## src/hdl/csfw_pkg.sv

```systemverilog
// ----------------------------------------------------------------------------
// csfw_pkg
// Shared types, codes and helpers for the counting semaphore with a FIFO of
// waiting requesters.
// ----------------------------------------------------------------------------
package csfw_pkg;

    // Request types
    localparam logic [1:0] REQ_ACQUIRE = 2'd0;
    localparam logic [1:0] REQ_RELEASE = 2'd1;
    localparam logic [1:0] REQ_CANCEL  = 2'd2;
    localparam logic [1:0] REQ_DELETE  = 2'd3;

    // Result status codes
    localparam logic [2:0] STATUS_OK          = 3'd0;
    localparam logic [2:0] STATUS_BAD_VALUE   = 3'd1;
    localparam logic [2:0] STATUS_WOULD_BLOCK = 3'd2;
    localparam logic [2:0] STATUS_TIMED_OUT   = 3'd3;
    localparam logic [2:0] STATUS_DELETED     = 3'd4;
    localparam logic [2:0] STATUS_QUEUE_FULL  = 3'd5;

    // Register word index (paddr[2])
    localparam logic REG_INITIAL_COUNT = 1'b0;

    // Request transaction payload
    typedef struct packed {
        logic [1:0]  req_type;
        logic [3:0]  requester_id;
        logic [15:0] amount;
        logic        no_wait;
    } req_item_t;

    // Result transaction payload
    typedef struct packed {
        logic [3:0] target_id;
        logic [2:0] status;
        logic       last;
    } rsp_item_t;

    // Per-cell controls of the waiter chain
    typedef struct packed {
        logic shift;   // take the neighbor's entry
        logic load;    // take the broadcast entry (wins over shift)
    } cell_ctl_t;

    // Sequencer states
    typedef enum logic [2:0] {
        ST_IDLE,
        ST_SCAN,
        ST_SCAN_END,
        ST_RESERVE,
        ST_NOTIFY,
        ST_GRANT,
        ST_DELETE
    } state_t;

    // Clamp a 34-bit signed value to the signed 32-bit range
    function automatic logic signed [31:0] sat32(input logic signed [33:0] v);
        logic signed [31:0] r;
        if (v > 34'sh0_7FFF_FFFF)
        begin
            r = 32'sh7FFF_FFFF;
        end
        else if (v < -34'sh0_8000_0000)
        begin
            r = 32'sh8000_0000;
        end
        else
        begin
            r = v[31:0];
        end
        return r;
    endfunction

endpackage

```

## src/hdl/csfw_cell.sv

```systemverilog
// ----------------------------------------------------------------------------
// csfw_cell
// One slot of the waiter queue: holds a requester id and its amount, and
// either shifts in its tail-side neighbor or loads a broadcast entry.
// ----------------------------------------------------------------------------
module csfw_cell #(
    parameter int AMT_W = 16
) (
    input  logic                 clk,
    input  csfw_pkg::cell_ctl_t  ctl,
    input  logic [3:0]           load_id,
    input  logic [AMT_W-1:0]     load_amt,
    input  logic [3:0]           next_id,
    input  logic [AMT_W-1:0]     next_amt,
    output logic [3:0]           id,
    output logic [AMT_W-1:0]     amt
);

    logic [3:0]       id_reg;
    logic [AMT_W-1:0] amt_reg;

    // Entry storage, payload only
    always_ff @(posedge clk)
    begin
        if (ctl.load)
        begin
            id_reg  <= load_id;
            amt_reg <= load_amt;
        end
        else if (ctl.shift)
        begin
            id_reg  <= next_id;
            amt_reg <= next_amt;
        end
    end

    assign id  = id_reg;
    assign amt = amt_reg;

endmodule

```

## src/hdl/counting_semaphore_fifo_waiters.sv

```systemverilog
// ----------------------------------------------------------------------------
// counting_semaphore_fifo_waiters
// Counting semaphore with a first-in-first-out queue of waiting requesters.
// ----------------------------------------------------------------------------
// Requests are taken one at a time. Acquire, a rejected request, or any
// request after delete answers at once; a queued acquire answers nothing.
// Release grants head waiters, then answers the releaser. Cancel rotates the
// queue through its head cell one slot per cycle to find the requester; when
// the head is removed, it returns its reservation, reserves for the new head,
// answers, then grants waiters. Delete fails every waiter, then answers. All
// results pass the single output register, so a slow result consumer stalls
// the block. Waiter entries shift one cell per cycle unless stalled; only the
// head cell and the one behind it are examined.
module counting_semaphore_fifo_waiters #(
    parameter int MAX_WAITERS = 16,
    parameter int AMOUNT_BITS = 16
) (
    input  logic                 clk,
    input  logic                 rst_n,
    // configuration
    input  logic                 psel,
    input  logic                 penable,
    input  logic                 pwrite,
    input  logic [2:0]           paddr,
    input  logic [31:0]          pwdata,
    output logic [31:0]          prdata,
    output logic                 pready,
    // requests
    input  logic                 req_valid,
    output logic                 req_ready,
    input  csfw_pkg::req_item_t  req,
    // results
    output logic                 rsp_valid,
    input  logic                 rsp_ready,
    output csfw_pkg::rsp_item_t  rsp
);

    localparam int AMT_W    = (AMOUNT_BITS < 16) ? AMOUNT_BITS : 16;
    localparam int CNT_W    = $clog2(MAX_WAITERS + 1);
    localparam int IDX_W    = (MAX_WAITERS > 1) ? $clog2(MAX_WAITERS) : 1;
    localparam int NEXT_IDX = (MAX_WAITERS > 1) ? 1 : 0;
    localparam logic [CNT_W-1:0] FULL_COUNT = CNT_W'(MAX_WAITERS);
    localparam logic [CNT_W-1:0] ONE_COUNT  = CNT_W'(1);

    // Waiter chain
    logic [3:0]          cell_id  [MAX_WAITERS];
    logic [AMT_W-1:0]    cell_amt [MAX_WAITERS];
    csfw_pkg::cell_ctl_t cell_ctl [MAX_WAITERS];

    logic             shift_en;
    logic             load_en;
    logic [IDX_W-1:0] load_idx;
    logic [3:0]       load_id;
    logic [AMT_W-1:0] load_amt;

    genvar j;
    generate
        for (j = 0; j < MAX_WAITERS; j++)
        begin : g_cell
            logic [3:0]       nb_id;
            logic [AMT_W-1:0] nb_amt;

            if (j + 1 < MAX_WAITERS)
            begin : g_mid
                assign nb_id  = cell_id[j+1];
                assign nb_amt = cell_amt[j+1];
            end
            else
            begin : g_end
                assign nb_id  = cell_id[j];
                assign nb_amt = cell_amt[j];
            end

            assign cell_ctl[j].shift = shift_en;
            assign cell_ctl[j].load  = load_en && (load_idx == IDX_W'(j));

            csfw_cell #(
                .AMT_W (AMT_W)
            ) u_cell (
                .clk      (clk),
                .ctl      (cell_ctl[j]),
                .load_id  (load_id),
                .load_amt (load_amt),
                .next_id  (nb_id),
                .next_amt (nb_amt),
                .id       (cell_id[j]),
                .amt      (cell_amt[j])
            );
        end
    endgenerate

    // Control and count registers
    csfw_pkg::state_t    state_reg, state_next;
    logic signed [31:0]  avail_reg, avail_next;
    logic [CNT_W-1:0]    total_reg, total_next;
    logic                deleted_reg, deleted_next;
    logic [15:0]         init_reg, init_next;
    logic [3:0]          id_reg, id_next;
    logic [AMT_W-1:0]    held_reg, held_next;
    logic [CNT_W-1:0]    scan_left_reg, scan_left_next;
    logic                found_reg, found_next;
    logic                head_gone_reg, head_gone_next;
    logic                first_reg, first_next;
    logic                final_reg, final_next;
    logic                rsp_valid_reg, rsp_valid_next;
    csfw_pkg::rsp_item_t rsp_reg, rsp_next;

    // Datapath terms
    logic                out_free;
    logic                req_fire;
    logic                cfg_wr;
    logic [AMT_W-1:0]    req_amt;
    logic signed [33:0]  avail_sx;
    logic [33:0]         req_amt_ext;
    logic [33:0]         head_amt_ext;
    logic [33:0]         next_amt_ext;
    logic [33:0]         held_ext;
    logic                acq_fits;
    logic signed [31:0]  avail_plus_req;
    logic signed [31:0]  avail_minus_req;
    logic signed [31:0]  avail_minus_head;
    logic signed [31:0]  avail_minus_next;
    logic signed [31:0]  avail_plus_held;
    logic signed [31:0]  after_grant_avail;
    logic                grant_ok;
    logic                more_grants;

    assign out_free = !rsp_valid_reg || rsp_ready;
    assign req_ready = (state_reg == csfw_pkg::ST_IDLE) && out_free;
    assign req_fire  = req_valid && req_ready;
    assign cfg_wr    = psel && penable && pwrite && (paddr[2] == csfw_pkg::REG_INITIAL_COUNT);

    assign req_amt      = req.amount[AMT_W-1:0];
    assign avail_sx     = {{2{avail_reg[31]}}, avail_reg};
    assign req_amt_ext  = {{(34-AMT_W){1'b0}}, req_amt};
    assign head_amt_ext = {{(34-AMT_W){1'b0}}, cell_amt[0]};
    assign next_amt_ext = {{(34-AMT_W){1'b0}}, cell_amt[NEXT_IDX]};
    assign held_ext     = {{(34-AMT_W){1'b0}}, held_reg};

    assign acq_fits         = $signed(req_amt_ext) <= avail_sx;
    assign avail_plus_req   = csfw_pkg::sat32(avail_sx + $signed(req_amt_ext));
    assign avail_minus_req  = csfw_pkg::sat32(avail_sx - $signed(req_amt_ext));
    assign avail_minus_head = csfw_pkg::sat32(avail_sx - $signed(head_amt_ext));
    assign avail_minus_next = csfw_pkg::sat32(avail_sx - $signed(next_amt_ext));
    assign avail_plus_held  = csfw_pkg::sat32(avail_sx + $signed(held_ext));

    // Head grant and the reservation of the waiter behind it
    assign grant_ok          = !avail_reg[31] && (total_reg != '0);
    assign after_grant_avail = (total_reg > ONE_COUNT) ? avail_minus_next : avail_reg;
    assign more_grants       = (total_reg > ONE_COUNT) && !after_grant_avail[31];

    // Next state and outputs
    always_comb
    begin
        state_next     = state_reg;
        avail_next     = avail_reg;
        total_next     = total_reg;
        deleted_next   = deleted_reg;
        init_next      = init_reg;
        id_next        = id_reg;
        held_next      = held_reg;
        scan_left_next = scan_left_reg;
        found_next     = found_reg;
        head_gone_next = head_gone_reg;
        first_next     = first_reg;
        final_next     = final_reg;
        rsp_valid_next = rsp_valid_reg && !rsp_ready;
        rsp_next       = rsp_reg;
        shift_en       = 1'b0;
        load_en        = 1'b0;
        load_idx       = IDX_W'(total_reg);
        load_id        = req.requester_id;
        load_amt       = req_amt;

        unique case (state_reg)
            csfw_pkg::ST_IDLE:
            begin
                if (req_fire)
                begin
                    id_next = req.requester_id;
                    rsp_next.target_id = req.requester_id;
                    rsp_next.last      = 1'b1;
                    if (deleted_reg)
                    begin
                        rsp_valid_next  = 1'b1;
                        rsp_next.status = csfw_pkg::STATUS_DELETED;
                    end
                    else
                    begin
                        unique case (req.req_type)
                            csfw_pkg::REQ_ACQUIRE:
                            begin
                                if (req_amt == '0)
                                begin
                                    rsp_valid_next  = 1'b1;
                                    rsp_next.status = csfw_pkg::STATUS_BAD_VALUE;
                                end
                                else if (acq_fits)
                                begin
                                    avail_next      = avail_sx[31:0] - req_amt_ext[31:0];
                                    rsp_valid_next  = 1'b1;
                                    rsp_next.status = csfw_pkg::STATUS_OK;
                                end
                                else if (req.no_wait)
                                begin
                                    rsp_valid_next  = 1'b1;
                                    rsp_next.status = csfw_pkg::STATUS_WOULD_BLOCK;
                                end
                                else if (total_reg == FULL_COUNT)
                                begin
                                    rsp_valid_next  = 1'b1;
                                    rsp_next.status = csfw_pkg::STATUS_QUEUE_FULL;
                                end
                                else
                                begin
                                    // queue at the tail; reserve only for a new head
                                    load_en    = 1'b1;
                                    total_next = total_reg + ONE_COUNT;
                                    if (total_reg == '0)
                                    begin
                                        avail_next = avail_minus_req;
                                    end
                                end
                            end
                            csfw_pkg::REQ_RELEASE:
                            begin
                                if (req_amt == '0)
                                begin
                                    rsp_valid_next  = 1'b1;
                                    rsp_next.status = csfw_pkg::STATUS_BAD_VALUE;
                                end
                                else
                                begin
                                    avail_next = avail_plus_req;
                                    final_next = 1'b1;
                                    state_next = csfw_pkg::ST_GRANT;
                                end
                            end
                            csfw_pkg::REQ_CANCEL:
                            begin
                                if (total_reg == '0)
                                begin
                                    rsp_valid_next  = 1'b1;
                                    rsp_next.status = csfw_pkg::STATUS_BAD_VALUE;
                                end
                                else
                                begin
                                    scan_left_next = total_reg;
                                    found_next     = 1'b0;
                                    head_gone_next = 1'b0;
                                    first_next     = 1'b1;
                                    state_next     = csfw_pkg::ST_SCAN;
                                end
                            end
                            csfw_pkg::REQ_DELETE:
                            begin
                                state_next = csfw_pkg::ST_DELETE;
                            end
                            default:
                            begin
                                state_next = csfw_pkg::ST_IDLE;
                            end
                        endcase
                    end
                end
            end

            // Rotate the queue once through the head, dropping the first match
            csfw_pkg::ST_SCAN:
            begin
                shift_en   = 1'b1;
                first_next = 1'b0;
                if (!found_reg && (cell_id[0] == id_reg))
                begin
                    found_next = 1'b1;
                    total_next = total_reg - ONE_COUNT;
                    if (first_reg)
                    begin
                        head_gone_next = 1'b1;
                        held_next      = cell_amt[0];
                    end
                end
                else
                begin
                    load_en  = 1'b1;
                    load_idx = IDX_W'(total_reg - ONE_COUNT);
                    load_id  = cell_id[0];
                    load_amt = cell_amt[0];
                end
                scan_left_next = scan_left_reg - ONE_COUNT;
                if (scan_left_reg == ONE_COUNT)
                begin
                    state_next = csfw_pkg::ST_SCAN_END;
                end
            end

            csfw_pkg::ST_SCAN_END:
            begin
                if (!found_reg || !head_gone_reg)
                begin
                    if (out_free)
                    begin
                        rsp_valid_next     = 1'b1;
                        rsp_next.target_id = id_reg;
                        rsp_next.status    = found_reg ? csfw_pkg::STATUS_TIMED_OUT
                                                       : csfw_pkg::STATUS_BAD_VALUE;
                        rsp_next.last      = 1'b1;
                        state_next         = csfw_pkg::ST_IDLE;
                    end
                end
                else
                begin
                    // give back the removed head's reservation
                    avail_next = avail_plus_held;
                    state_next = csfw_pkg::ST_RESERVE;
                end
            end

            // Reserve the new head's amount
            csfw_pkg::ST_RESERVE:
            begin
                if (total_reg != '0)
                begin
                    avail_next = avail_minus_head;
                end
                state_next = csfw_pkg::ST_NOTIFY;
            end

            csfw_pkg::ST_NOTIFY:
            begin
                if (out_free)
                begin
                    rsp_valid_next     = 1'b1;
                    rsp_next.target_id = id_reg;
                    rsp_next.status    = csfw_pkg::STATUS_TIMED_OUT;
                    rsp_next.last      = !grant_ok;
                    final_next         = 1'b0;
                    state_next         = grant_ok ? csfw_pkg::ST_GRANT : csfw_pkg::ST_IDLE;
                end
            end

            // Grant head waiters one per cycle while results are taken, then the releaser's answer after a release
            csfw_pkg::ST_GRANT:
            begin
                if (out_free)
                begin
                    rsp_valid_next  = 1'b1;
                    rsp_next.status = csfw_pkg::STATUS_OK;
                    if (grant_ok)
                    begin
                        rsp_next.target_id = cell_id[0];
                        rsp_next.last      = !final_reg && !more_grants;
                        shift_en           = 1'b1;
                        total_next         = total_reg - ONE_COUNT;
                        avail_next         = after_grant_avail;
                        if (!final_reg && !more_grants)
                        begin
                            state_next = csfw_pkg::ST_IDLE;
                        end
                    end
                    else
                    begin
                        rsp_next.target_id = id_reg;
                        rsp_next.last      = 1'b1;
                        state_next         = csfw_pkg::ST_IDLE;
                    end
                end
            end

            // Fail every waiter, head first
            csfw_pkg::ST_DELETE:
            begin
                if (out_free)
                begin
                    rsp_valid_next = 1'b1;
                    if (total_reg != '0)
                    begin
                        rsp_next.target_id = cell_id[0];
                        rsp_next.status    = csfw_pkg::STATUS_DELETED;
                        rsp_next.last      = 1'b0;
                        shift_en           = 1'b1;
                        total_next         = total_reg - ONE_COUNT;
                    end
                    else
                    begin
                        rsp_next.target_id = id_reg;
                        rsp_next.status    = csfw_pkg::STATUS_OK;
                        rsp_next.last      = 1'b1;
                        deleted_next       = 1'b1;
                        state_next         = csfw_pkg::ST_IDLE;
                    end
                end
            end

            default:
            begin
                state_next = csfw_pkg::ST_IDLE;
            end
        endcase

        // Register write reloads the count
        if (cfg_wr)
        begin
            init_next  = pwdata[15:0];
            avail_next = {16'b0, pwdata[15:0]};
        end
    end

    // State register
    always_ff @(posedge clk or negedge rst_n)
    begin
        if (!rst_n)
        begin
            state_reg     <= csfw_pkg::ST_IDLE;
            avail_reg     <= '0;
            total_reg     <= '0;
            deleted_reg   <= 1'b0;
            init_reg      <= '0;
            rsp_valid_reg <= 1'b0;
        end
        else
        begin
            state_reg     <= state_next;
            avail_reg     <= avail_next;
            total_reg     <= total_next;
            deleted_reg   <= deleted_next;
            init_reg      <= init_next;
            rsp_valid_reg <= rsp_valid_next;
        end
    end

    // Per-transaction payload
    always_ff @(posedge clk)
    begin
        id_reg        <= id_next;
        held_reg      <= held_next;
        scan_left_reg <= scan_left_next;
        found_reg     <= found_next;
        head_gone_reg <= head_gone_next;
        first_reg     <= first_next;
        final_reg     <= final_next;
        rsp_reg       <= rsp_next;
    end

    // Register read
    assign prdata = (paddr[2] == csfw_pkg::REG_INITIAL_COUNT) ? {16'b0, init_reg} : '0;
    assign pready = 1'b1;

    assign rsp_valid = rsp_valid_reg;
    assign rsp       = rsp_reg;

endmodule

```

## config.mk

```make
export PLATFORM = sky130hd
export DESIGN_NAME = counting_semaphore_fifo_waiters
export DESIGN_NICKNAME = d
export VERILOG_FILES = /design/src/hdl/csfw_pkg.sv /design/src/hdl/csfw_cell.sv /design/src/hdl/counting_semaphore_fifo_waiters.sv
export SDC_FILE = /design/constraint.sdc
export NUM_CORES = 1
export LEC_CHECK = 0
export ABC_AREA = 1
export BUFFER_PORTS_ARGS = -buffer_cell sky130_fd_sc_hd__buf_4
export CORE_MARGIN = 2
export CORE_UTILIZATION = 25
export CTS_BUF_LIST = sky130_fd_sc_hd__clkbuf_2 sky130_fd_sc_hd__clkbuf_4 sky130_fd_sc_hd__clkbuf_8
export CTS_CLUSTER_DIAMETER = 80
export DETAILED_ROUTE_END_ITERATION = 10
export PLACE_DENSITY = 0.48
export SLEW_MARGIN = 5
export SYNTH_ARGS = -nofsm -noshare
export SYNTH_HDL_FRONTEND = slang
export SYNTH_SLANG_ARGS = --single-unit
```

## constraint.sdc

```tcl
create_clock -name clk -period 5.65 [get_ports clk]
set_input_delay 1.13 -clock clk [delete_from_list [all_inputs] [get_ports clk]]
set_output_delay 1.13 -clock clk [all_outputs]
set_load 0.03 [all_outputs]
```

==> flow_summary.json, run 1 <==
{
  "drt-initial-drc-count": 1702,
  "rr_startpoint": "avail_reg[1]",
  "row_count": 120,
  "h-tree-depth": 3,
  "fp.dieH_um": 331,
  "cts.sinks": 415,
  "vias": 22500,
  "post-cts-setup-buffers": 0,
  "synth.cell_area_mm2": 0.0268,
  "drv_cap": 0,
  "finalSetupViolCount": 0,
  "p_leak_nw": 13.8,
  "routed_wl_um": 85800,
  "final_common_cell": "nand2_1",
  "cts-root-buf": "clkbuf_8",
  "hold_viol": 0,
  "p_clk_frac": 0.281,
  "syn_area_per_cell_um2": 7.80,
  "grt_use_total": 0.156,
  "final_cell_mix": "nand2_1 (1056), inv_1 (366), edfxtp_1 (357)",
  "worstPathRequired_ns": 6.24,
  "cts_tree": "done",
  "fin_nets": 3649,
  "first_pass_iters": 8,
  "internal-power_w": 0.00628,
  "worstMarginPinSlew_ns": 0.970,
  "portBuffers": 72,
  "fp.dieW_um": 331,
  "cp_max_fo": 11,
  "slew_headroom": 0.354,
  "hold_path.class": "in -> async",
  "gp_congestion": 0.975,
  "area_growth_pct": 12.8,
  "cp.arrival_ns": 5.01,
  "largest_register_ffs": 256,
  "synth-seq-cells": 415,
  "grt_first_pass_wirelength_um": 130000,
  "cts.reportedPaths.clkPinSlew_ns": 0.07,
  "grt-ovfl-total": 0,
  "peakVddDrop_uv": 194,
  "pin_count": 108,
  "utilization": 0.283,
  "synthCells": 3428,
  "swShare": 0.406,
  "p_seq_frac": 0.339,
  "antenna_found_initial": 1,
  "hold_buffers": 0,
  "dp_hpwl_um": 68200,
  "initial_core_util": 0.251,
  "cts.repair.resized": 0,
  "regToRegEndpoint": "avail_reg[1]",
  "worstSkewPairLatency_ns": 0.68,
  "powerDensity_mw_per_mm2": 350,
  "fin_setup_tns_ns": 0,
  "synth_cell_types": 50,
  "die-area_mm2": 0.110,
  "status": "completed",
  "switching_power_w": 0.00429,
  "wire_per_inst_um": 17.3,
  "routed_via_density": 4.55,
  "core_mm2": 0.107,
  "fin_crit_ns": 4.42,
  "cts_made_buffers": 78,
  "detail-route-antenna-nets": 0,
  "grt_pass1_vias": 21600,
  "combPwrFrac": 0.380,
  "fmaxAchievable_mhz": 226,
  "drive_gt1_frac": 0.0835,
  "clock_path_buffers": 3,
  "grt_setup_unrepaired": "no",
  "route.detailed.drc": 0,
  "synth_warnings": 0,
  "seq_area_frac_synth": 0.455,
  "skew_ns": 0.0620,
  "finalMaxSlewViolations": 0,
  "min_period_over_period": 0.783,
  "grt_max_degree": 57,
  "rr_worst_depth": 15,
  "crit_type": "reg -> reg",
  "cp-start-kind": "flip-flop",
  "fill_cells": 11600,
  "endpoint_kind": "flip-flop",
  "rrSetupSlack_ns": 1.23
}
## through the flow
step	worst slack [ns]	instance area (um^2)	std cells	hold slack, ns	total power (W)
detailed placement	0.722	28600	4812	0.435	0.00758
global route	1.06	30200	4949	0.196	0.0113
CTS	1.26	30200	4948	0.198	0.0106
floorplan	0.684	26800	3443	0.426	0.00627
finish	1.23	30200	4950	0.254	0.0106
global placement	0.758	28600	4812	0.431	0.00760
## how the worst max path moves through the flow
stage	start	to	slack [ns]	cells after the start
2_1_floorplan	req[4]	g_cell[15].u_cell.amt[0]	0.68	18
3_3_place_gp	req[8]	g_cell[8].u_cell.amt[13]	0.76	17
3_5_place_dp	req[8]	g_cell[8].u_cell.amt[13]	0.72	17
4_1_cts	avail_reg[1]	avail_reg[1]	1.26	15
5_1_grt	avail_reg[11]	g_cell[8].u_cell.amt[11]	1.06	17
6_report	avail_reg[1]	avail_reg[1]	1.23	15
## Yosys cell counts, drive strengths merged
| library cell | instances | area share |
|---|---|---|
| o2111ai | 2 | 0.00065 |
| nand4 | 36 | 0.0084 |
| a31oi | 5 | 0.0012 |
| a21oi | 154 | 0.029 |
| and2 | 9 | 0.0021 |
| o21ai | 403 | 0.076 |
| clkinv | 1 | 0.00014 |
| inv | 372 | 0.052 |
| buf | 91 | 0.026 |
| clkbuf | 76 | 0.011 |
| a21o | 2 | 0.00056 |
| or2 | 7 | 0.0016 |
| and3 | 2 | 0.00047 |
| o21bai | 13 | 0.0036 |
| o311ai | 1 | 0.00033 |
| dfrtp | 58 | 0.054 |
| edfxtp | 357 | 0.40 |
| conb | 2 | 0.00028 |
| nand3 | 183 | 0.035 |
| a21boi | 1 | 0.00028 |
| nor3b | 2 | 0.00056 |
| nand3b | 4 | 0.0011 |
| a211oi | 2 | 0.00056 |
| nor3 | 21 | 0.0039 |
| xnor2 | 20 | 0.0065 |
| o21a | 19 | 0.0053 |
| o211ai | 5 | 0.0014 |
| nand2 | 1068 | 0.15 |
| o221ai | 2 | 0.00065 |
| fa | 5 | 0.0037 |
| nor4 | 5 | 0.0012 |
| o22ai | 3 | 0.00070 |
| ha | 90 | 0.042 |
| nor2 | 309 | 0.044 |
| xor2 | 97 | 0.032 |
| o31ai | 1 | 0.00028 |
## critical path: stages (launching register included)
cell and delay (ns):
dfrtp_1 0.70, inv_1 0.13, fa_1 0.45, o21ai_0 0.40, nand2_1 0.10, nand2_1 0.18
nand2_1 0.12, nand3_1 0.15, nand2_1 0.16, nand3_1 0.27, nand2_1 0.35, inv_1 0.72
o21ai_0 0.24, nand3_1 0.14, nand2_1 0.05, a21oi_1 0.16
## power by group through the flow
stage | Clock [W] | Combinational, W | Sequential [W]
global placement | 0 | 0.00396 | 0.00364
CTS | 0.00309 | 0.00397 | 0.00358
detailed placement | 0 | 0.00394 | 0.00364
global route | 0.00322 | 0.00448 | 0.00359
floorplan | 0 | 0.00275 | 0.00352
finish | 0.00297 | 0.00402 | 0.00358
## layout make-up
type                    count  area [um^2]  share of cell area
diodes                      2         5.00            0.000166
clock buffers             111         1330              0.0442
clock inverters            25          225             0.00746
inverters                 373         1400              0.0464
multi-input cells        2488        12300               0.407
flip-flops and latches    415        12200               0.403
well taps                1403         1760              0.0582
repair buffers            133         1010              0.0335
## cells by family (layout without fill, tap and decap cells)
kind of cell / count (synthesis) / in the layout / share of synthesized area
other: 2 / 19 / 0.000281
AO/OA/AOI/OAI: 613 / 613 / 0.120
XOR/XNOR: 117 / 117 / 0.0383
buffers and inverters: 540 / 642 / 0.0889
flip-flops: 415 / 415 / 0.455
adder cells (fa/ha/maj): 95 / 95 / 0.0458
AND/OR/NAND/NOR: 1646 / 1646 / 0.251
## per-layer routing
metal / vias to the layer above / GRT usage / share of wire
li1: 11300 / - / -
met1: 10500 / 0.208 / 0.46
met2: 578 / 0.247 / 0.44
met3: 154 / 0.0210 / 0.048
met4: 0 / 0.0788 / 0.050
met5: - / 0 / 0
Note: power is estimated with default switching activity, not from simulation.
==> run 2: changes to the inputs <==
Settings changed: PLACE_DENSITY 0.48 to 0.49.
Clock period 5.65 ns to 3.9 ns, I/O delays scaled along.
==> run 2 against run 1 <==
- register-to-register slack lost 0.77 ns
- clock-buffer cell count grew 4
- routed wire length grew 2.0%
==> flow_summary.json, run 2 (synthesis results as in run 1) <==
{
  "switching_power_w": 0.00614,
  "fin_crit_ns": 3.44,
  "area_growth_pct": 18.0,
  "rrSetupSlack_ns": 0.46,
  "drv_cap": 0,
  "drive_gt1_frac": 0.116,
  "fp.dieH_um": 331,
  "finalSetupViolCount": 0,
  "final_common_cell": "nand2_1",
  "slew_headroom": 0.417,
  "grt_setup_unrepaired": "no",
  "h-tree-depth": 3,
  "skew_ns": 0.0465,
  "pin_count": 108,
  "fin_nets": 3784,
  "dp_hpwl_um": 71400,
  "antenna_found_initial": 0,
  "die-area_mm2": 0.110,
  "grt_use_total": 0.160,
  "min_period_over_period": 0.883,
  "status": "completed",
  "worstPathRequired_ns": 4.26,
  "vias": 22700,
  "grt_first_pass_wirelength_um": 133000,
  "p_clk_frac": 0.281,
  "diodes": 0,
  "first_pass_iters": 5,
  "fp.dieW_um": 331,
  "cts.reportedPaths.clkPinSlew_ns": 0.07,
  "max_stage_delay_ns": 0.60,
  "initial_core_util": 0.251,
  "worstMarginPinSlew_ns": 0.874,
  "cts-root-buf": "clkbuf_8",
  "core_mm2": 0.107,
  "fin_setup_tns_ns": 0,
  "gp_congestion": 0.959,
  "endpoint_kind": "flip-flop",
  "grt_pass1_vias": 21900,
  "clock_path_buffers": 3,
  "swShare": 0.393,
  "routed_via_density": 4.47,
  "crit_type": "reg -> reg",
  "final_cell_mix": "nand2_1 (1056), inv_1 (366), edfxtp_1 (357)",
  "peakVddDrop_uv": 244,
  "grt-ovfl-total": 0,
  "wire_per_inst_um": 17.2,
  "cts_tree": "done",
  "row_count": 120,
  "cp.arrival_ns": 3.80,
  "hold_path.class": "in -> async",
  "internal-power_w": 0.00948,
  "path_cells": "ha_1 > a21oi_1 > nor2_1 > nor2_1 > nand2_1 > nor2_4 > nand3_2 > nand2_2 > inv_2 > nor2_4 > nand3_2 > o21ai_4 > buf_12 > buf_4 > nand2_4 > nand2_1 > buf_4",
  "cts.sinks": 415,
  "combPwrFrac": 0.389,
  "p_seq_frac": 0.329,
  "fmaxAchievable_mhz": 290,
  "worst_slack_ns": 0.457,
  "cts.repair.resized": 0,
  "place_ws_ns": 0.0647,
  "cts_made_buffers": 79,
  "hold_viol": 0,
  "drt-initial-drc-count": 1496,
  "hold_buffers": 0,
  "powerDensity_mw_per_mm2": 495,
  "post-cts-setup-buffers": 0,
  "grt_max_degree": 46,
  "portBuffers": 72,
  "routed_wl_um": 87500,
  "critPathSlowestCell": "dfrtp_1",
  "largest_register_ffs": 256,
  "worstSkewPairLatency_ns": 0.70,
  "finalMaxSlewViolations": 0,
  "cp_max_fo": 11,
  "detail-route-antenna-nets": 0,
  "route.detailed.drc": 0,
  "cp-start-kind": "flip-flop",
  "p_leak_nw": 14.6
}
## run 2: changes by cell type in the layout (fill, tap and decap cells not counted)
| cell | delta |
|---|---|
| a21oi_1 | +1 |
| a21oi_2 | -1 |
| buf_12 | +31 |
| buf_4 | +103 |
| bufinv_16 | +1 |
| clkbuf_8 | +4 |
| clkinv_2 | -4 |
| clkinv_8 | -1 |
| diode_2 | -2 |
| inv_12 | -2 |
| nor3b_2 | -1 |
| nor3b_4 | +1 |
## run 2: metal layers
layer	part of all wire	vias to the layer above	wire, um	GRT usage
li1	-	11600	-	-
met1	0.46	10500	40200	0.215
met2	0.46	479	39900	0.261
met3	0.047	126	4100	0.0216
met4	0.037	0	3280	0.0608
met5	0	-	0	0
## run 2: worst paths after layout
path | startpoint | end | cells past startpoint
min in group clk | pwdata[12] | init_reg[12] | 3
max in group asynchronous | rst_n | init_reg[0] | 2
max | avail_reg[14] | g_cell[7].u_cell.amt[14] | 17
max reg2reg | avail_reg[14] | g_cell[7].u_cell.amt[14] | 17
min | rst_n | avail_reg[1] | 1
min reg2reg | g_cell[0].u_cell.amt[14] | held_reg[14] | 0
## run 2: final cells by class
class                      instances  area, um^2
clock buffer                     115        1390
clock inverter                    19         186
fill                           11600       75000
inverter                         373        1400
multi-input combinational       2488       12300
sequential                       415       12200
tap                             1403        1760
timing repair buffer             267        2400
## run 2: critical path, delay by kind of cell (launching register included)
kind	cells	cell delay, ns
flip-flops	1	0.60
AND/OR/NAND/NOR	10	1.04
buffers and inverters	4	0.62
AO/OA/AOI/OAI	2	0.42
adder cells (fa/ha/maj)	1	0.40
## run 2: power by group through the flow
stage	combinational, W	clock, W	sequential (W)
final	0.00608	0.00440	0.00515
after global routing	0.00683	0.00478	0.00516
after CTS	0.00605	0.00460	0.00513
after detailed placement	0.00601	0	0.00522
after global placement	0.00605	0	0.00522
after floorplan	0.00399	0	0.00510
## run 2: per-stage QoR
| step | hold WS (ns) | total power, W | cell area, um^2 | std cells | util |
|---|---|---|---|---|---|
| 2_1_floorplan | 0.426 | 0.00909 | 26800 | 3443 | - |
| 3_3_place_gp | 0.429 | 0.0113 | 30000 | 4946 | 0.281 |
| 3_5_place_dp | 0.437 | 0.0112 | 30000 | 4946 | 0.281 |
| 4_1_cts | 0.111 | 0.0158 | 31600 | 5080 | 0.296 |
| 5_1_grt | 0.148 | 0.0168 | 31600 | 5080 | 0.296 |
| 6_report | 0.140 | 0.0156 | 31600 | 5080 | 0.296 |
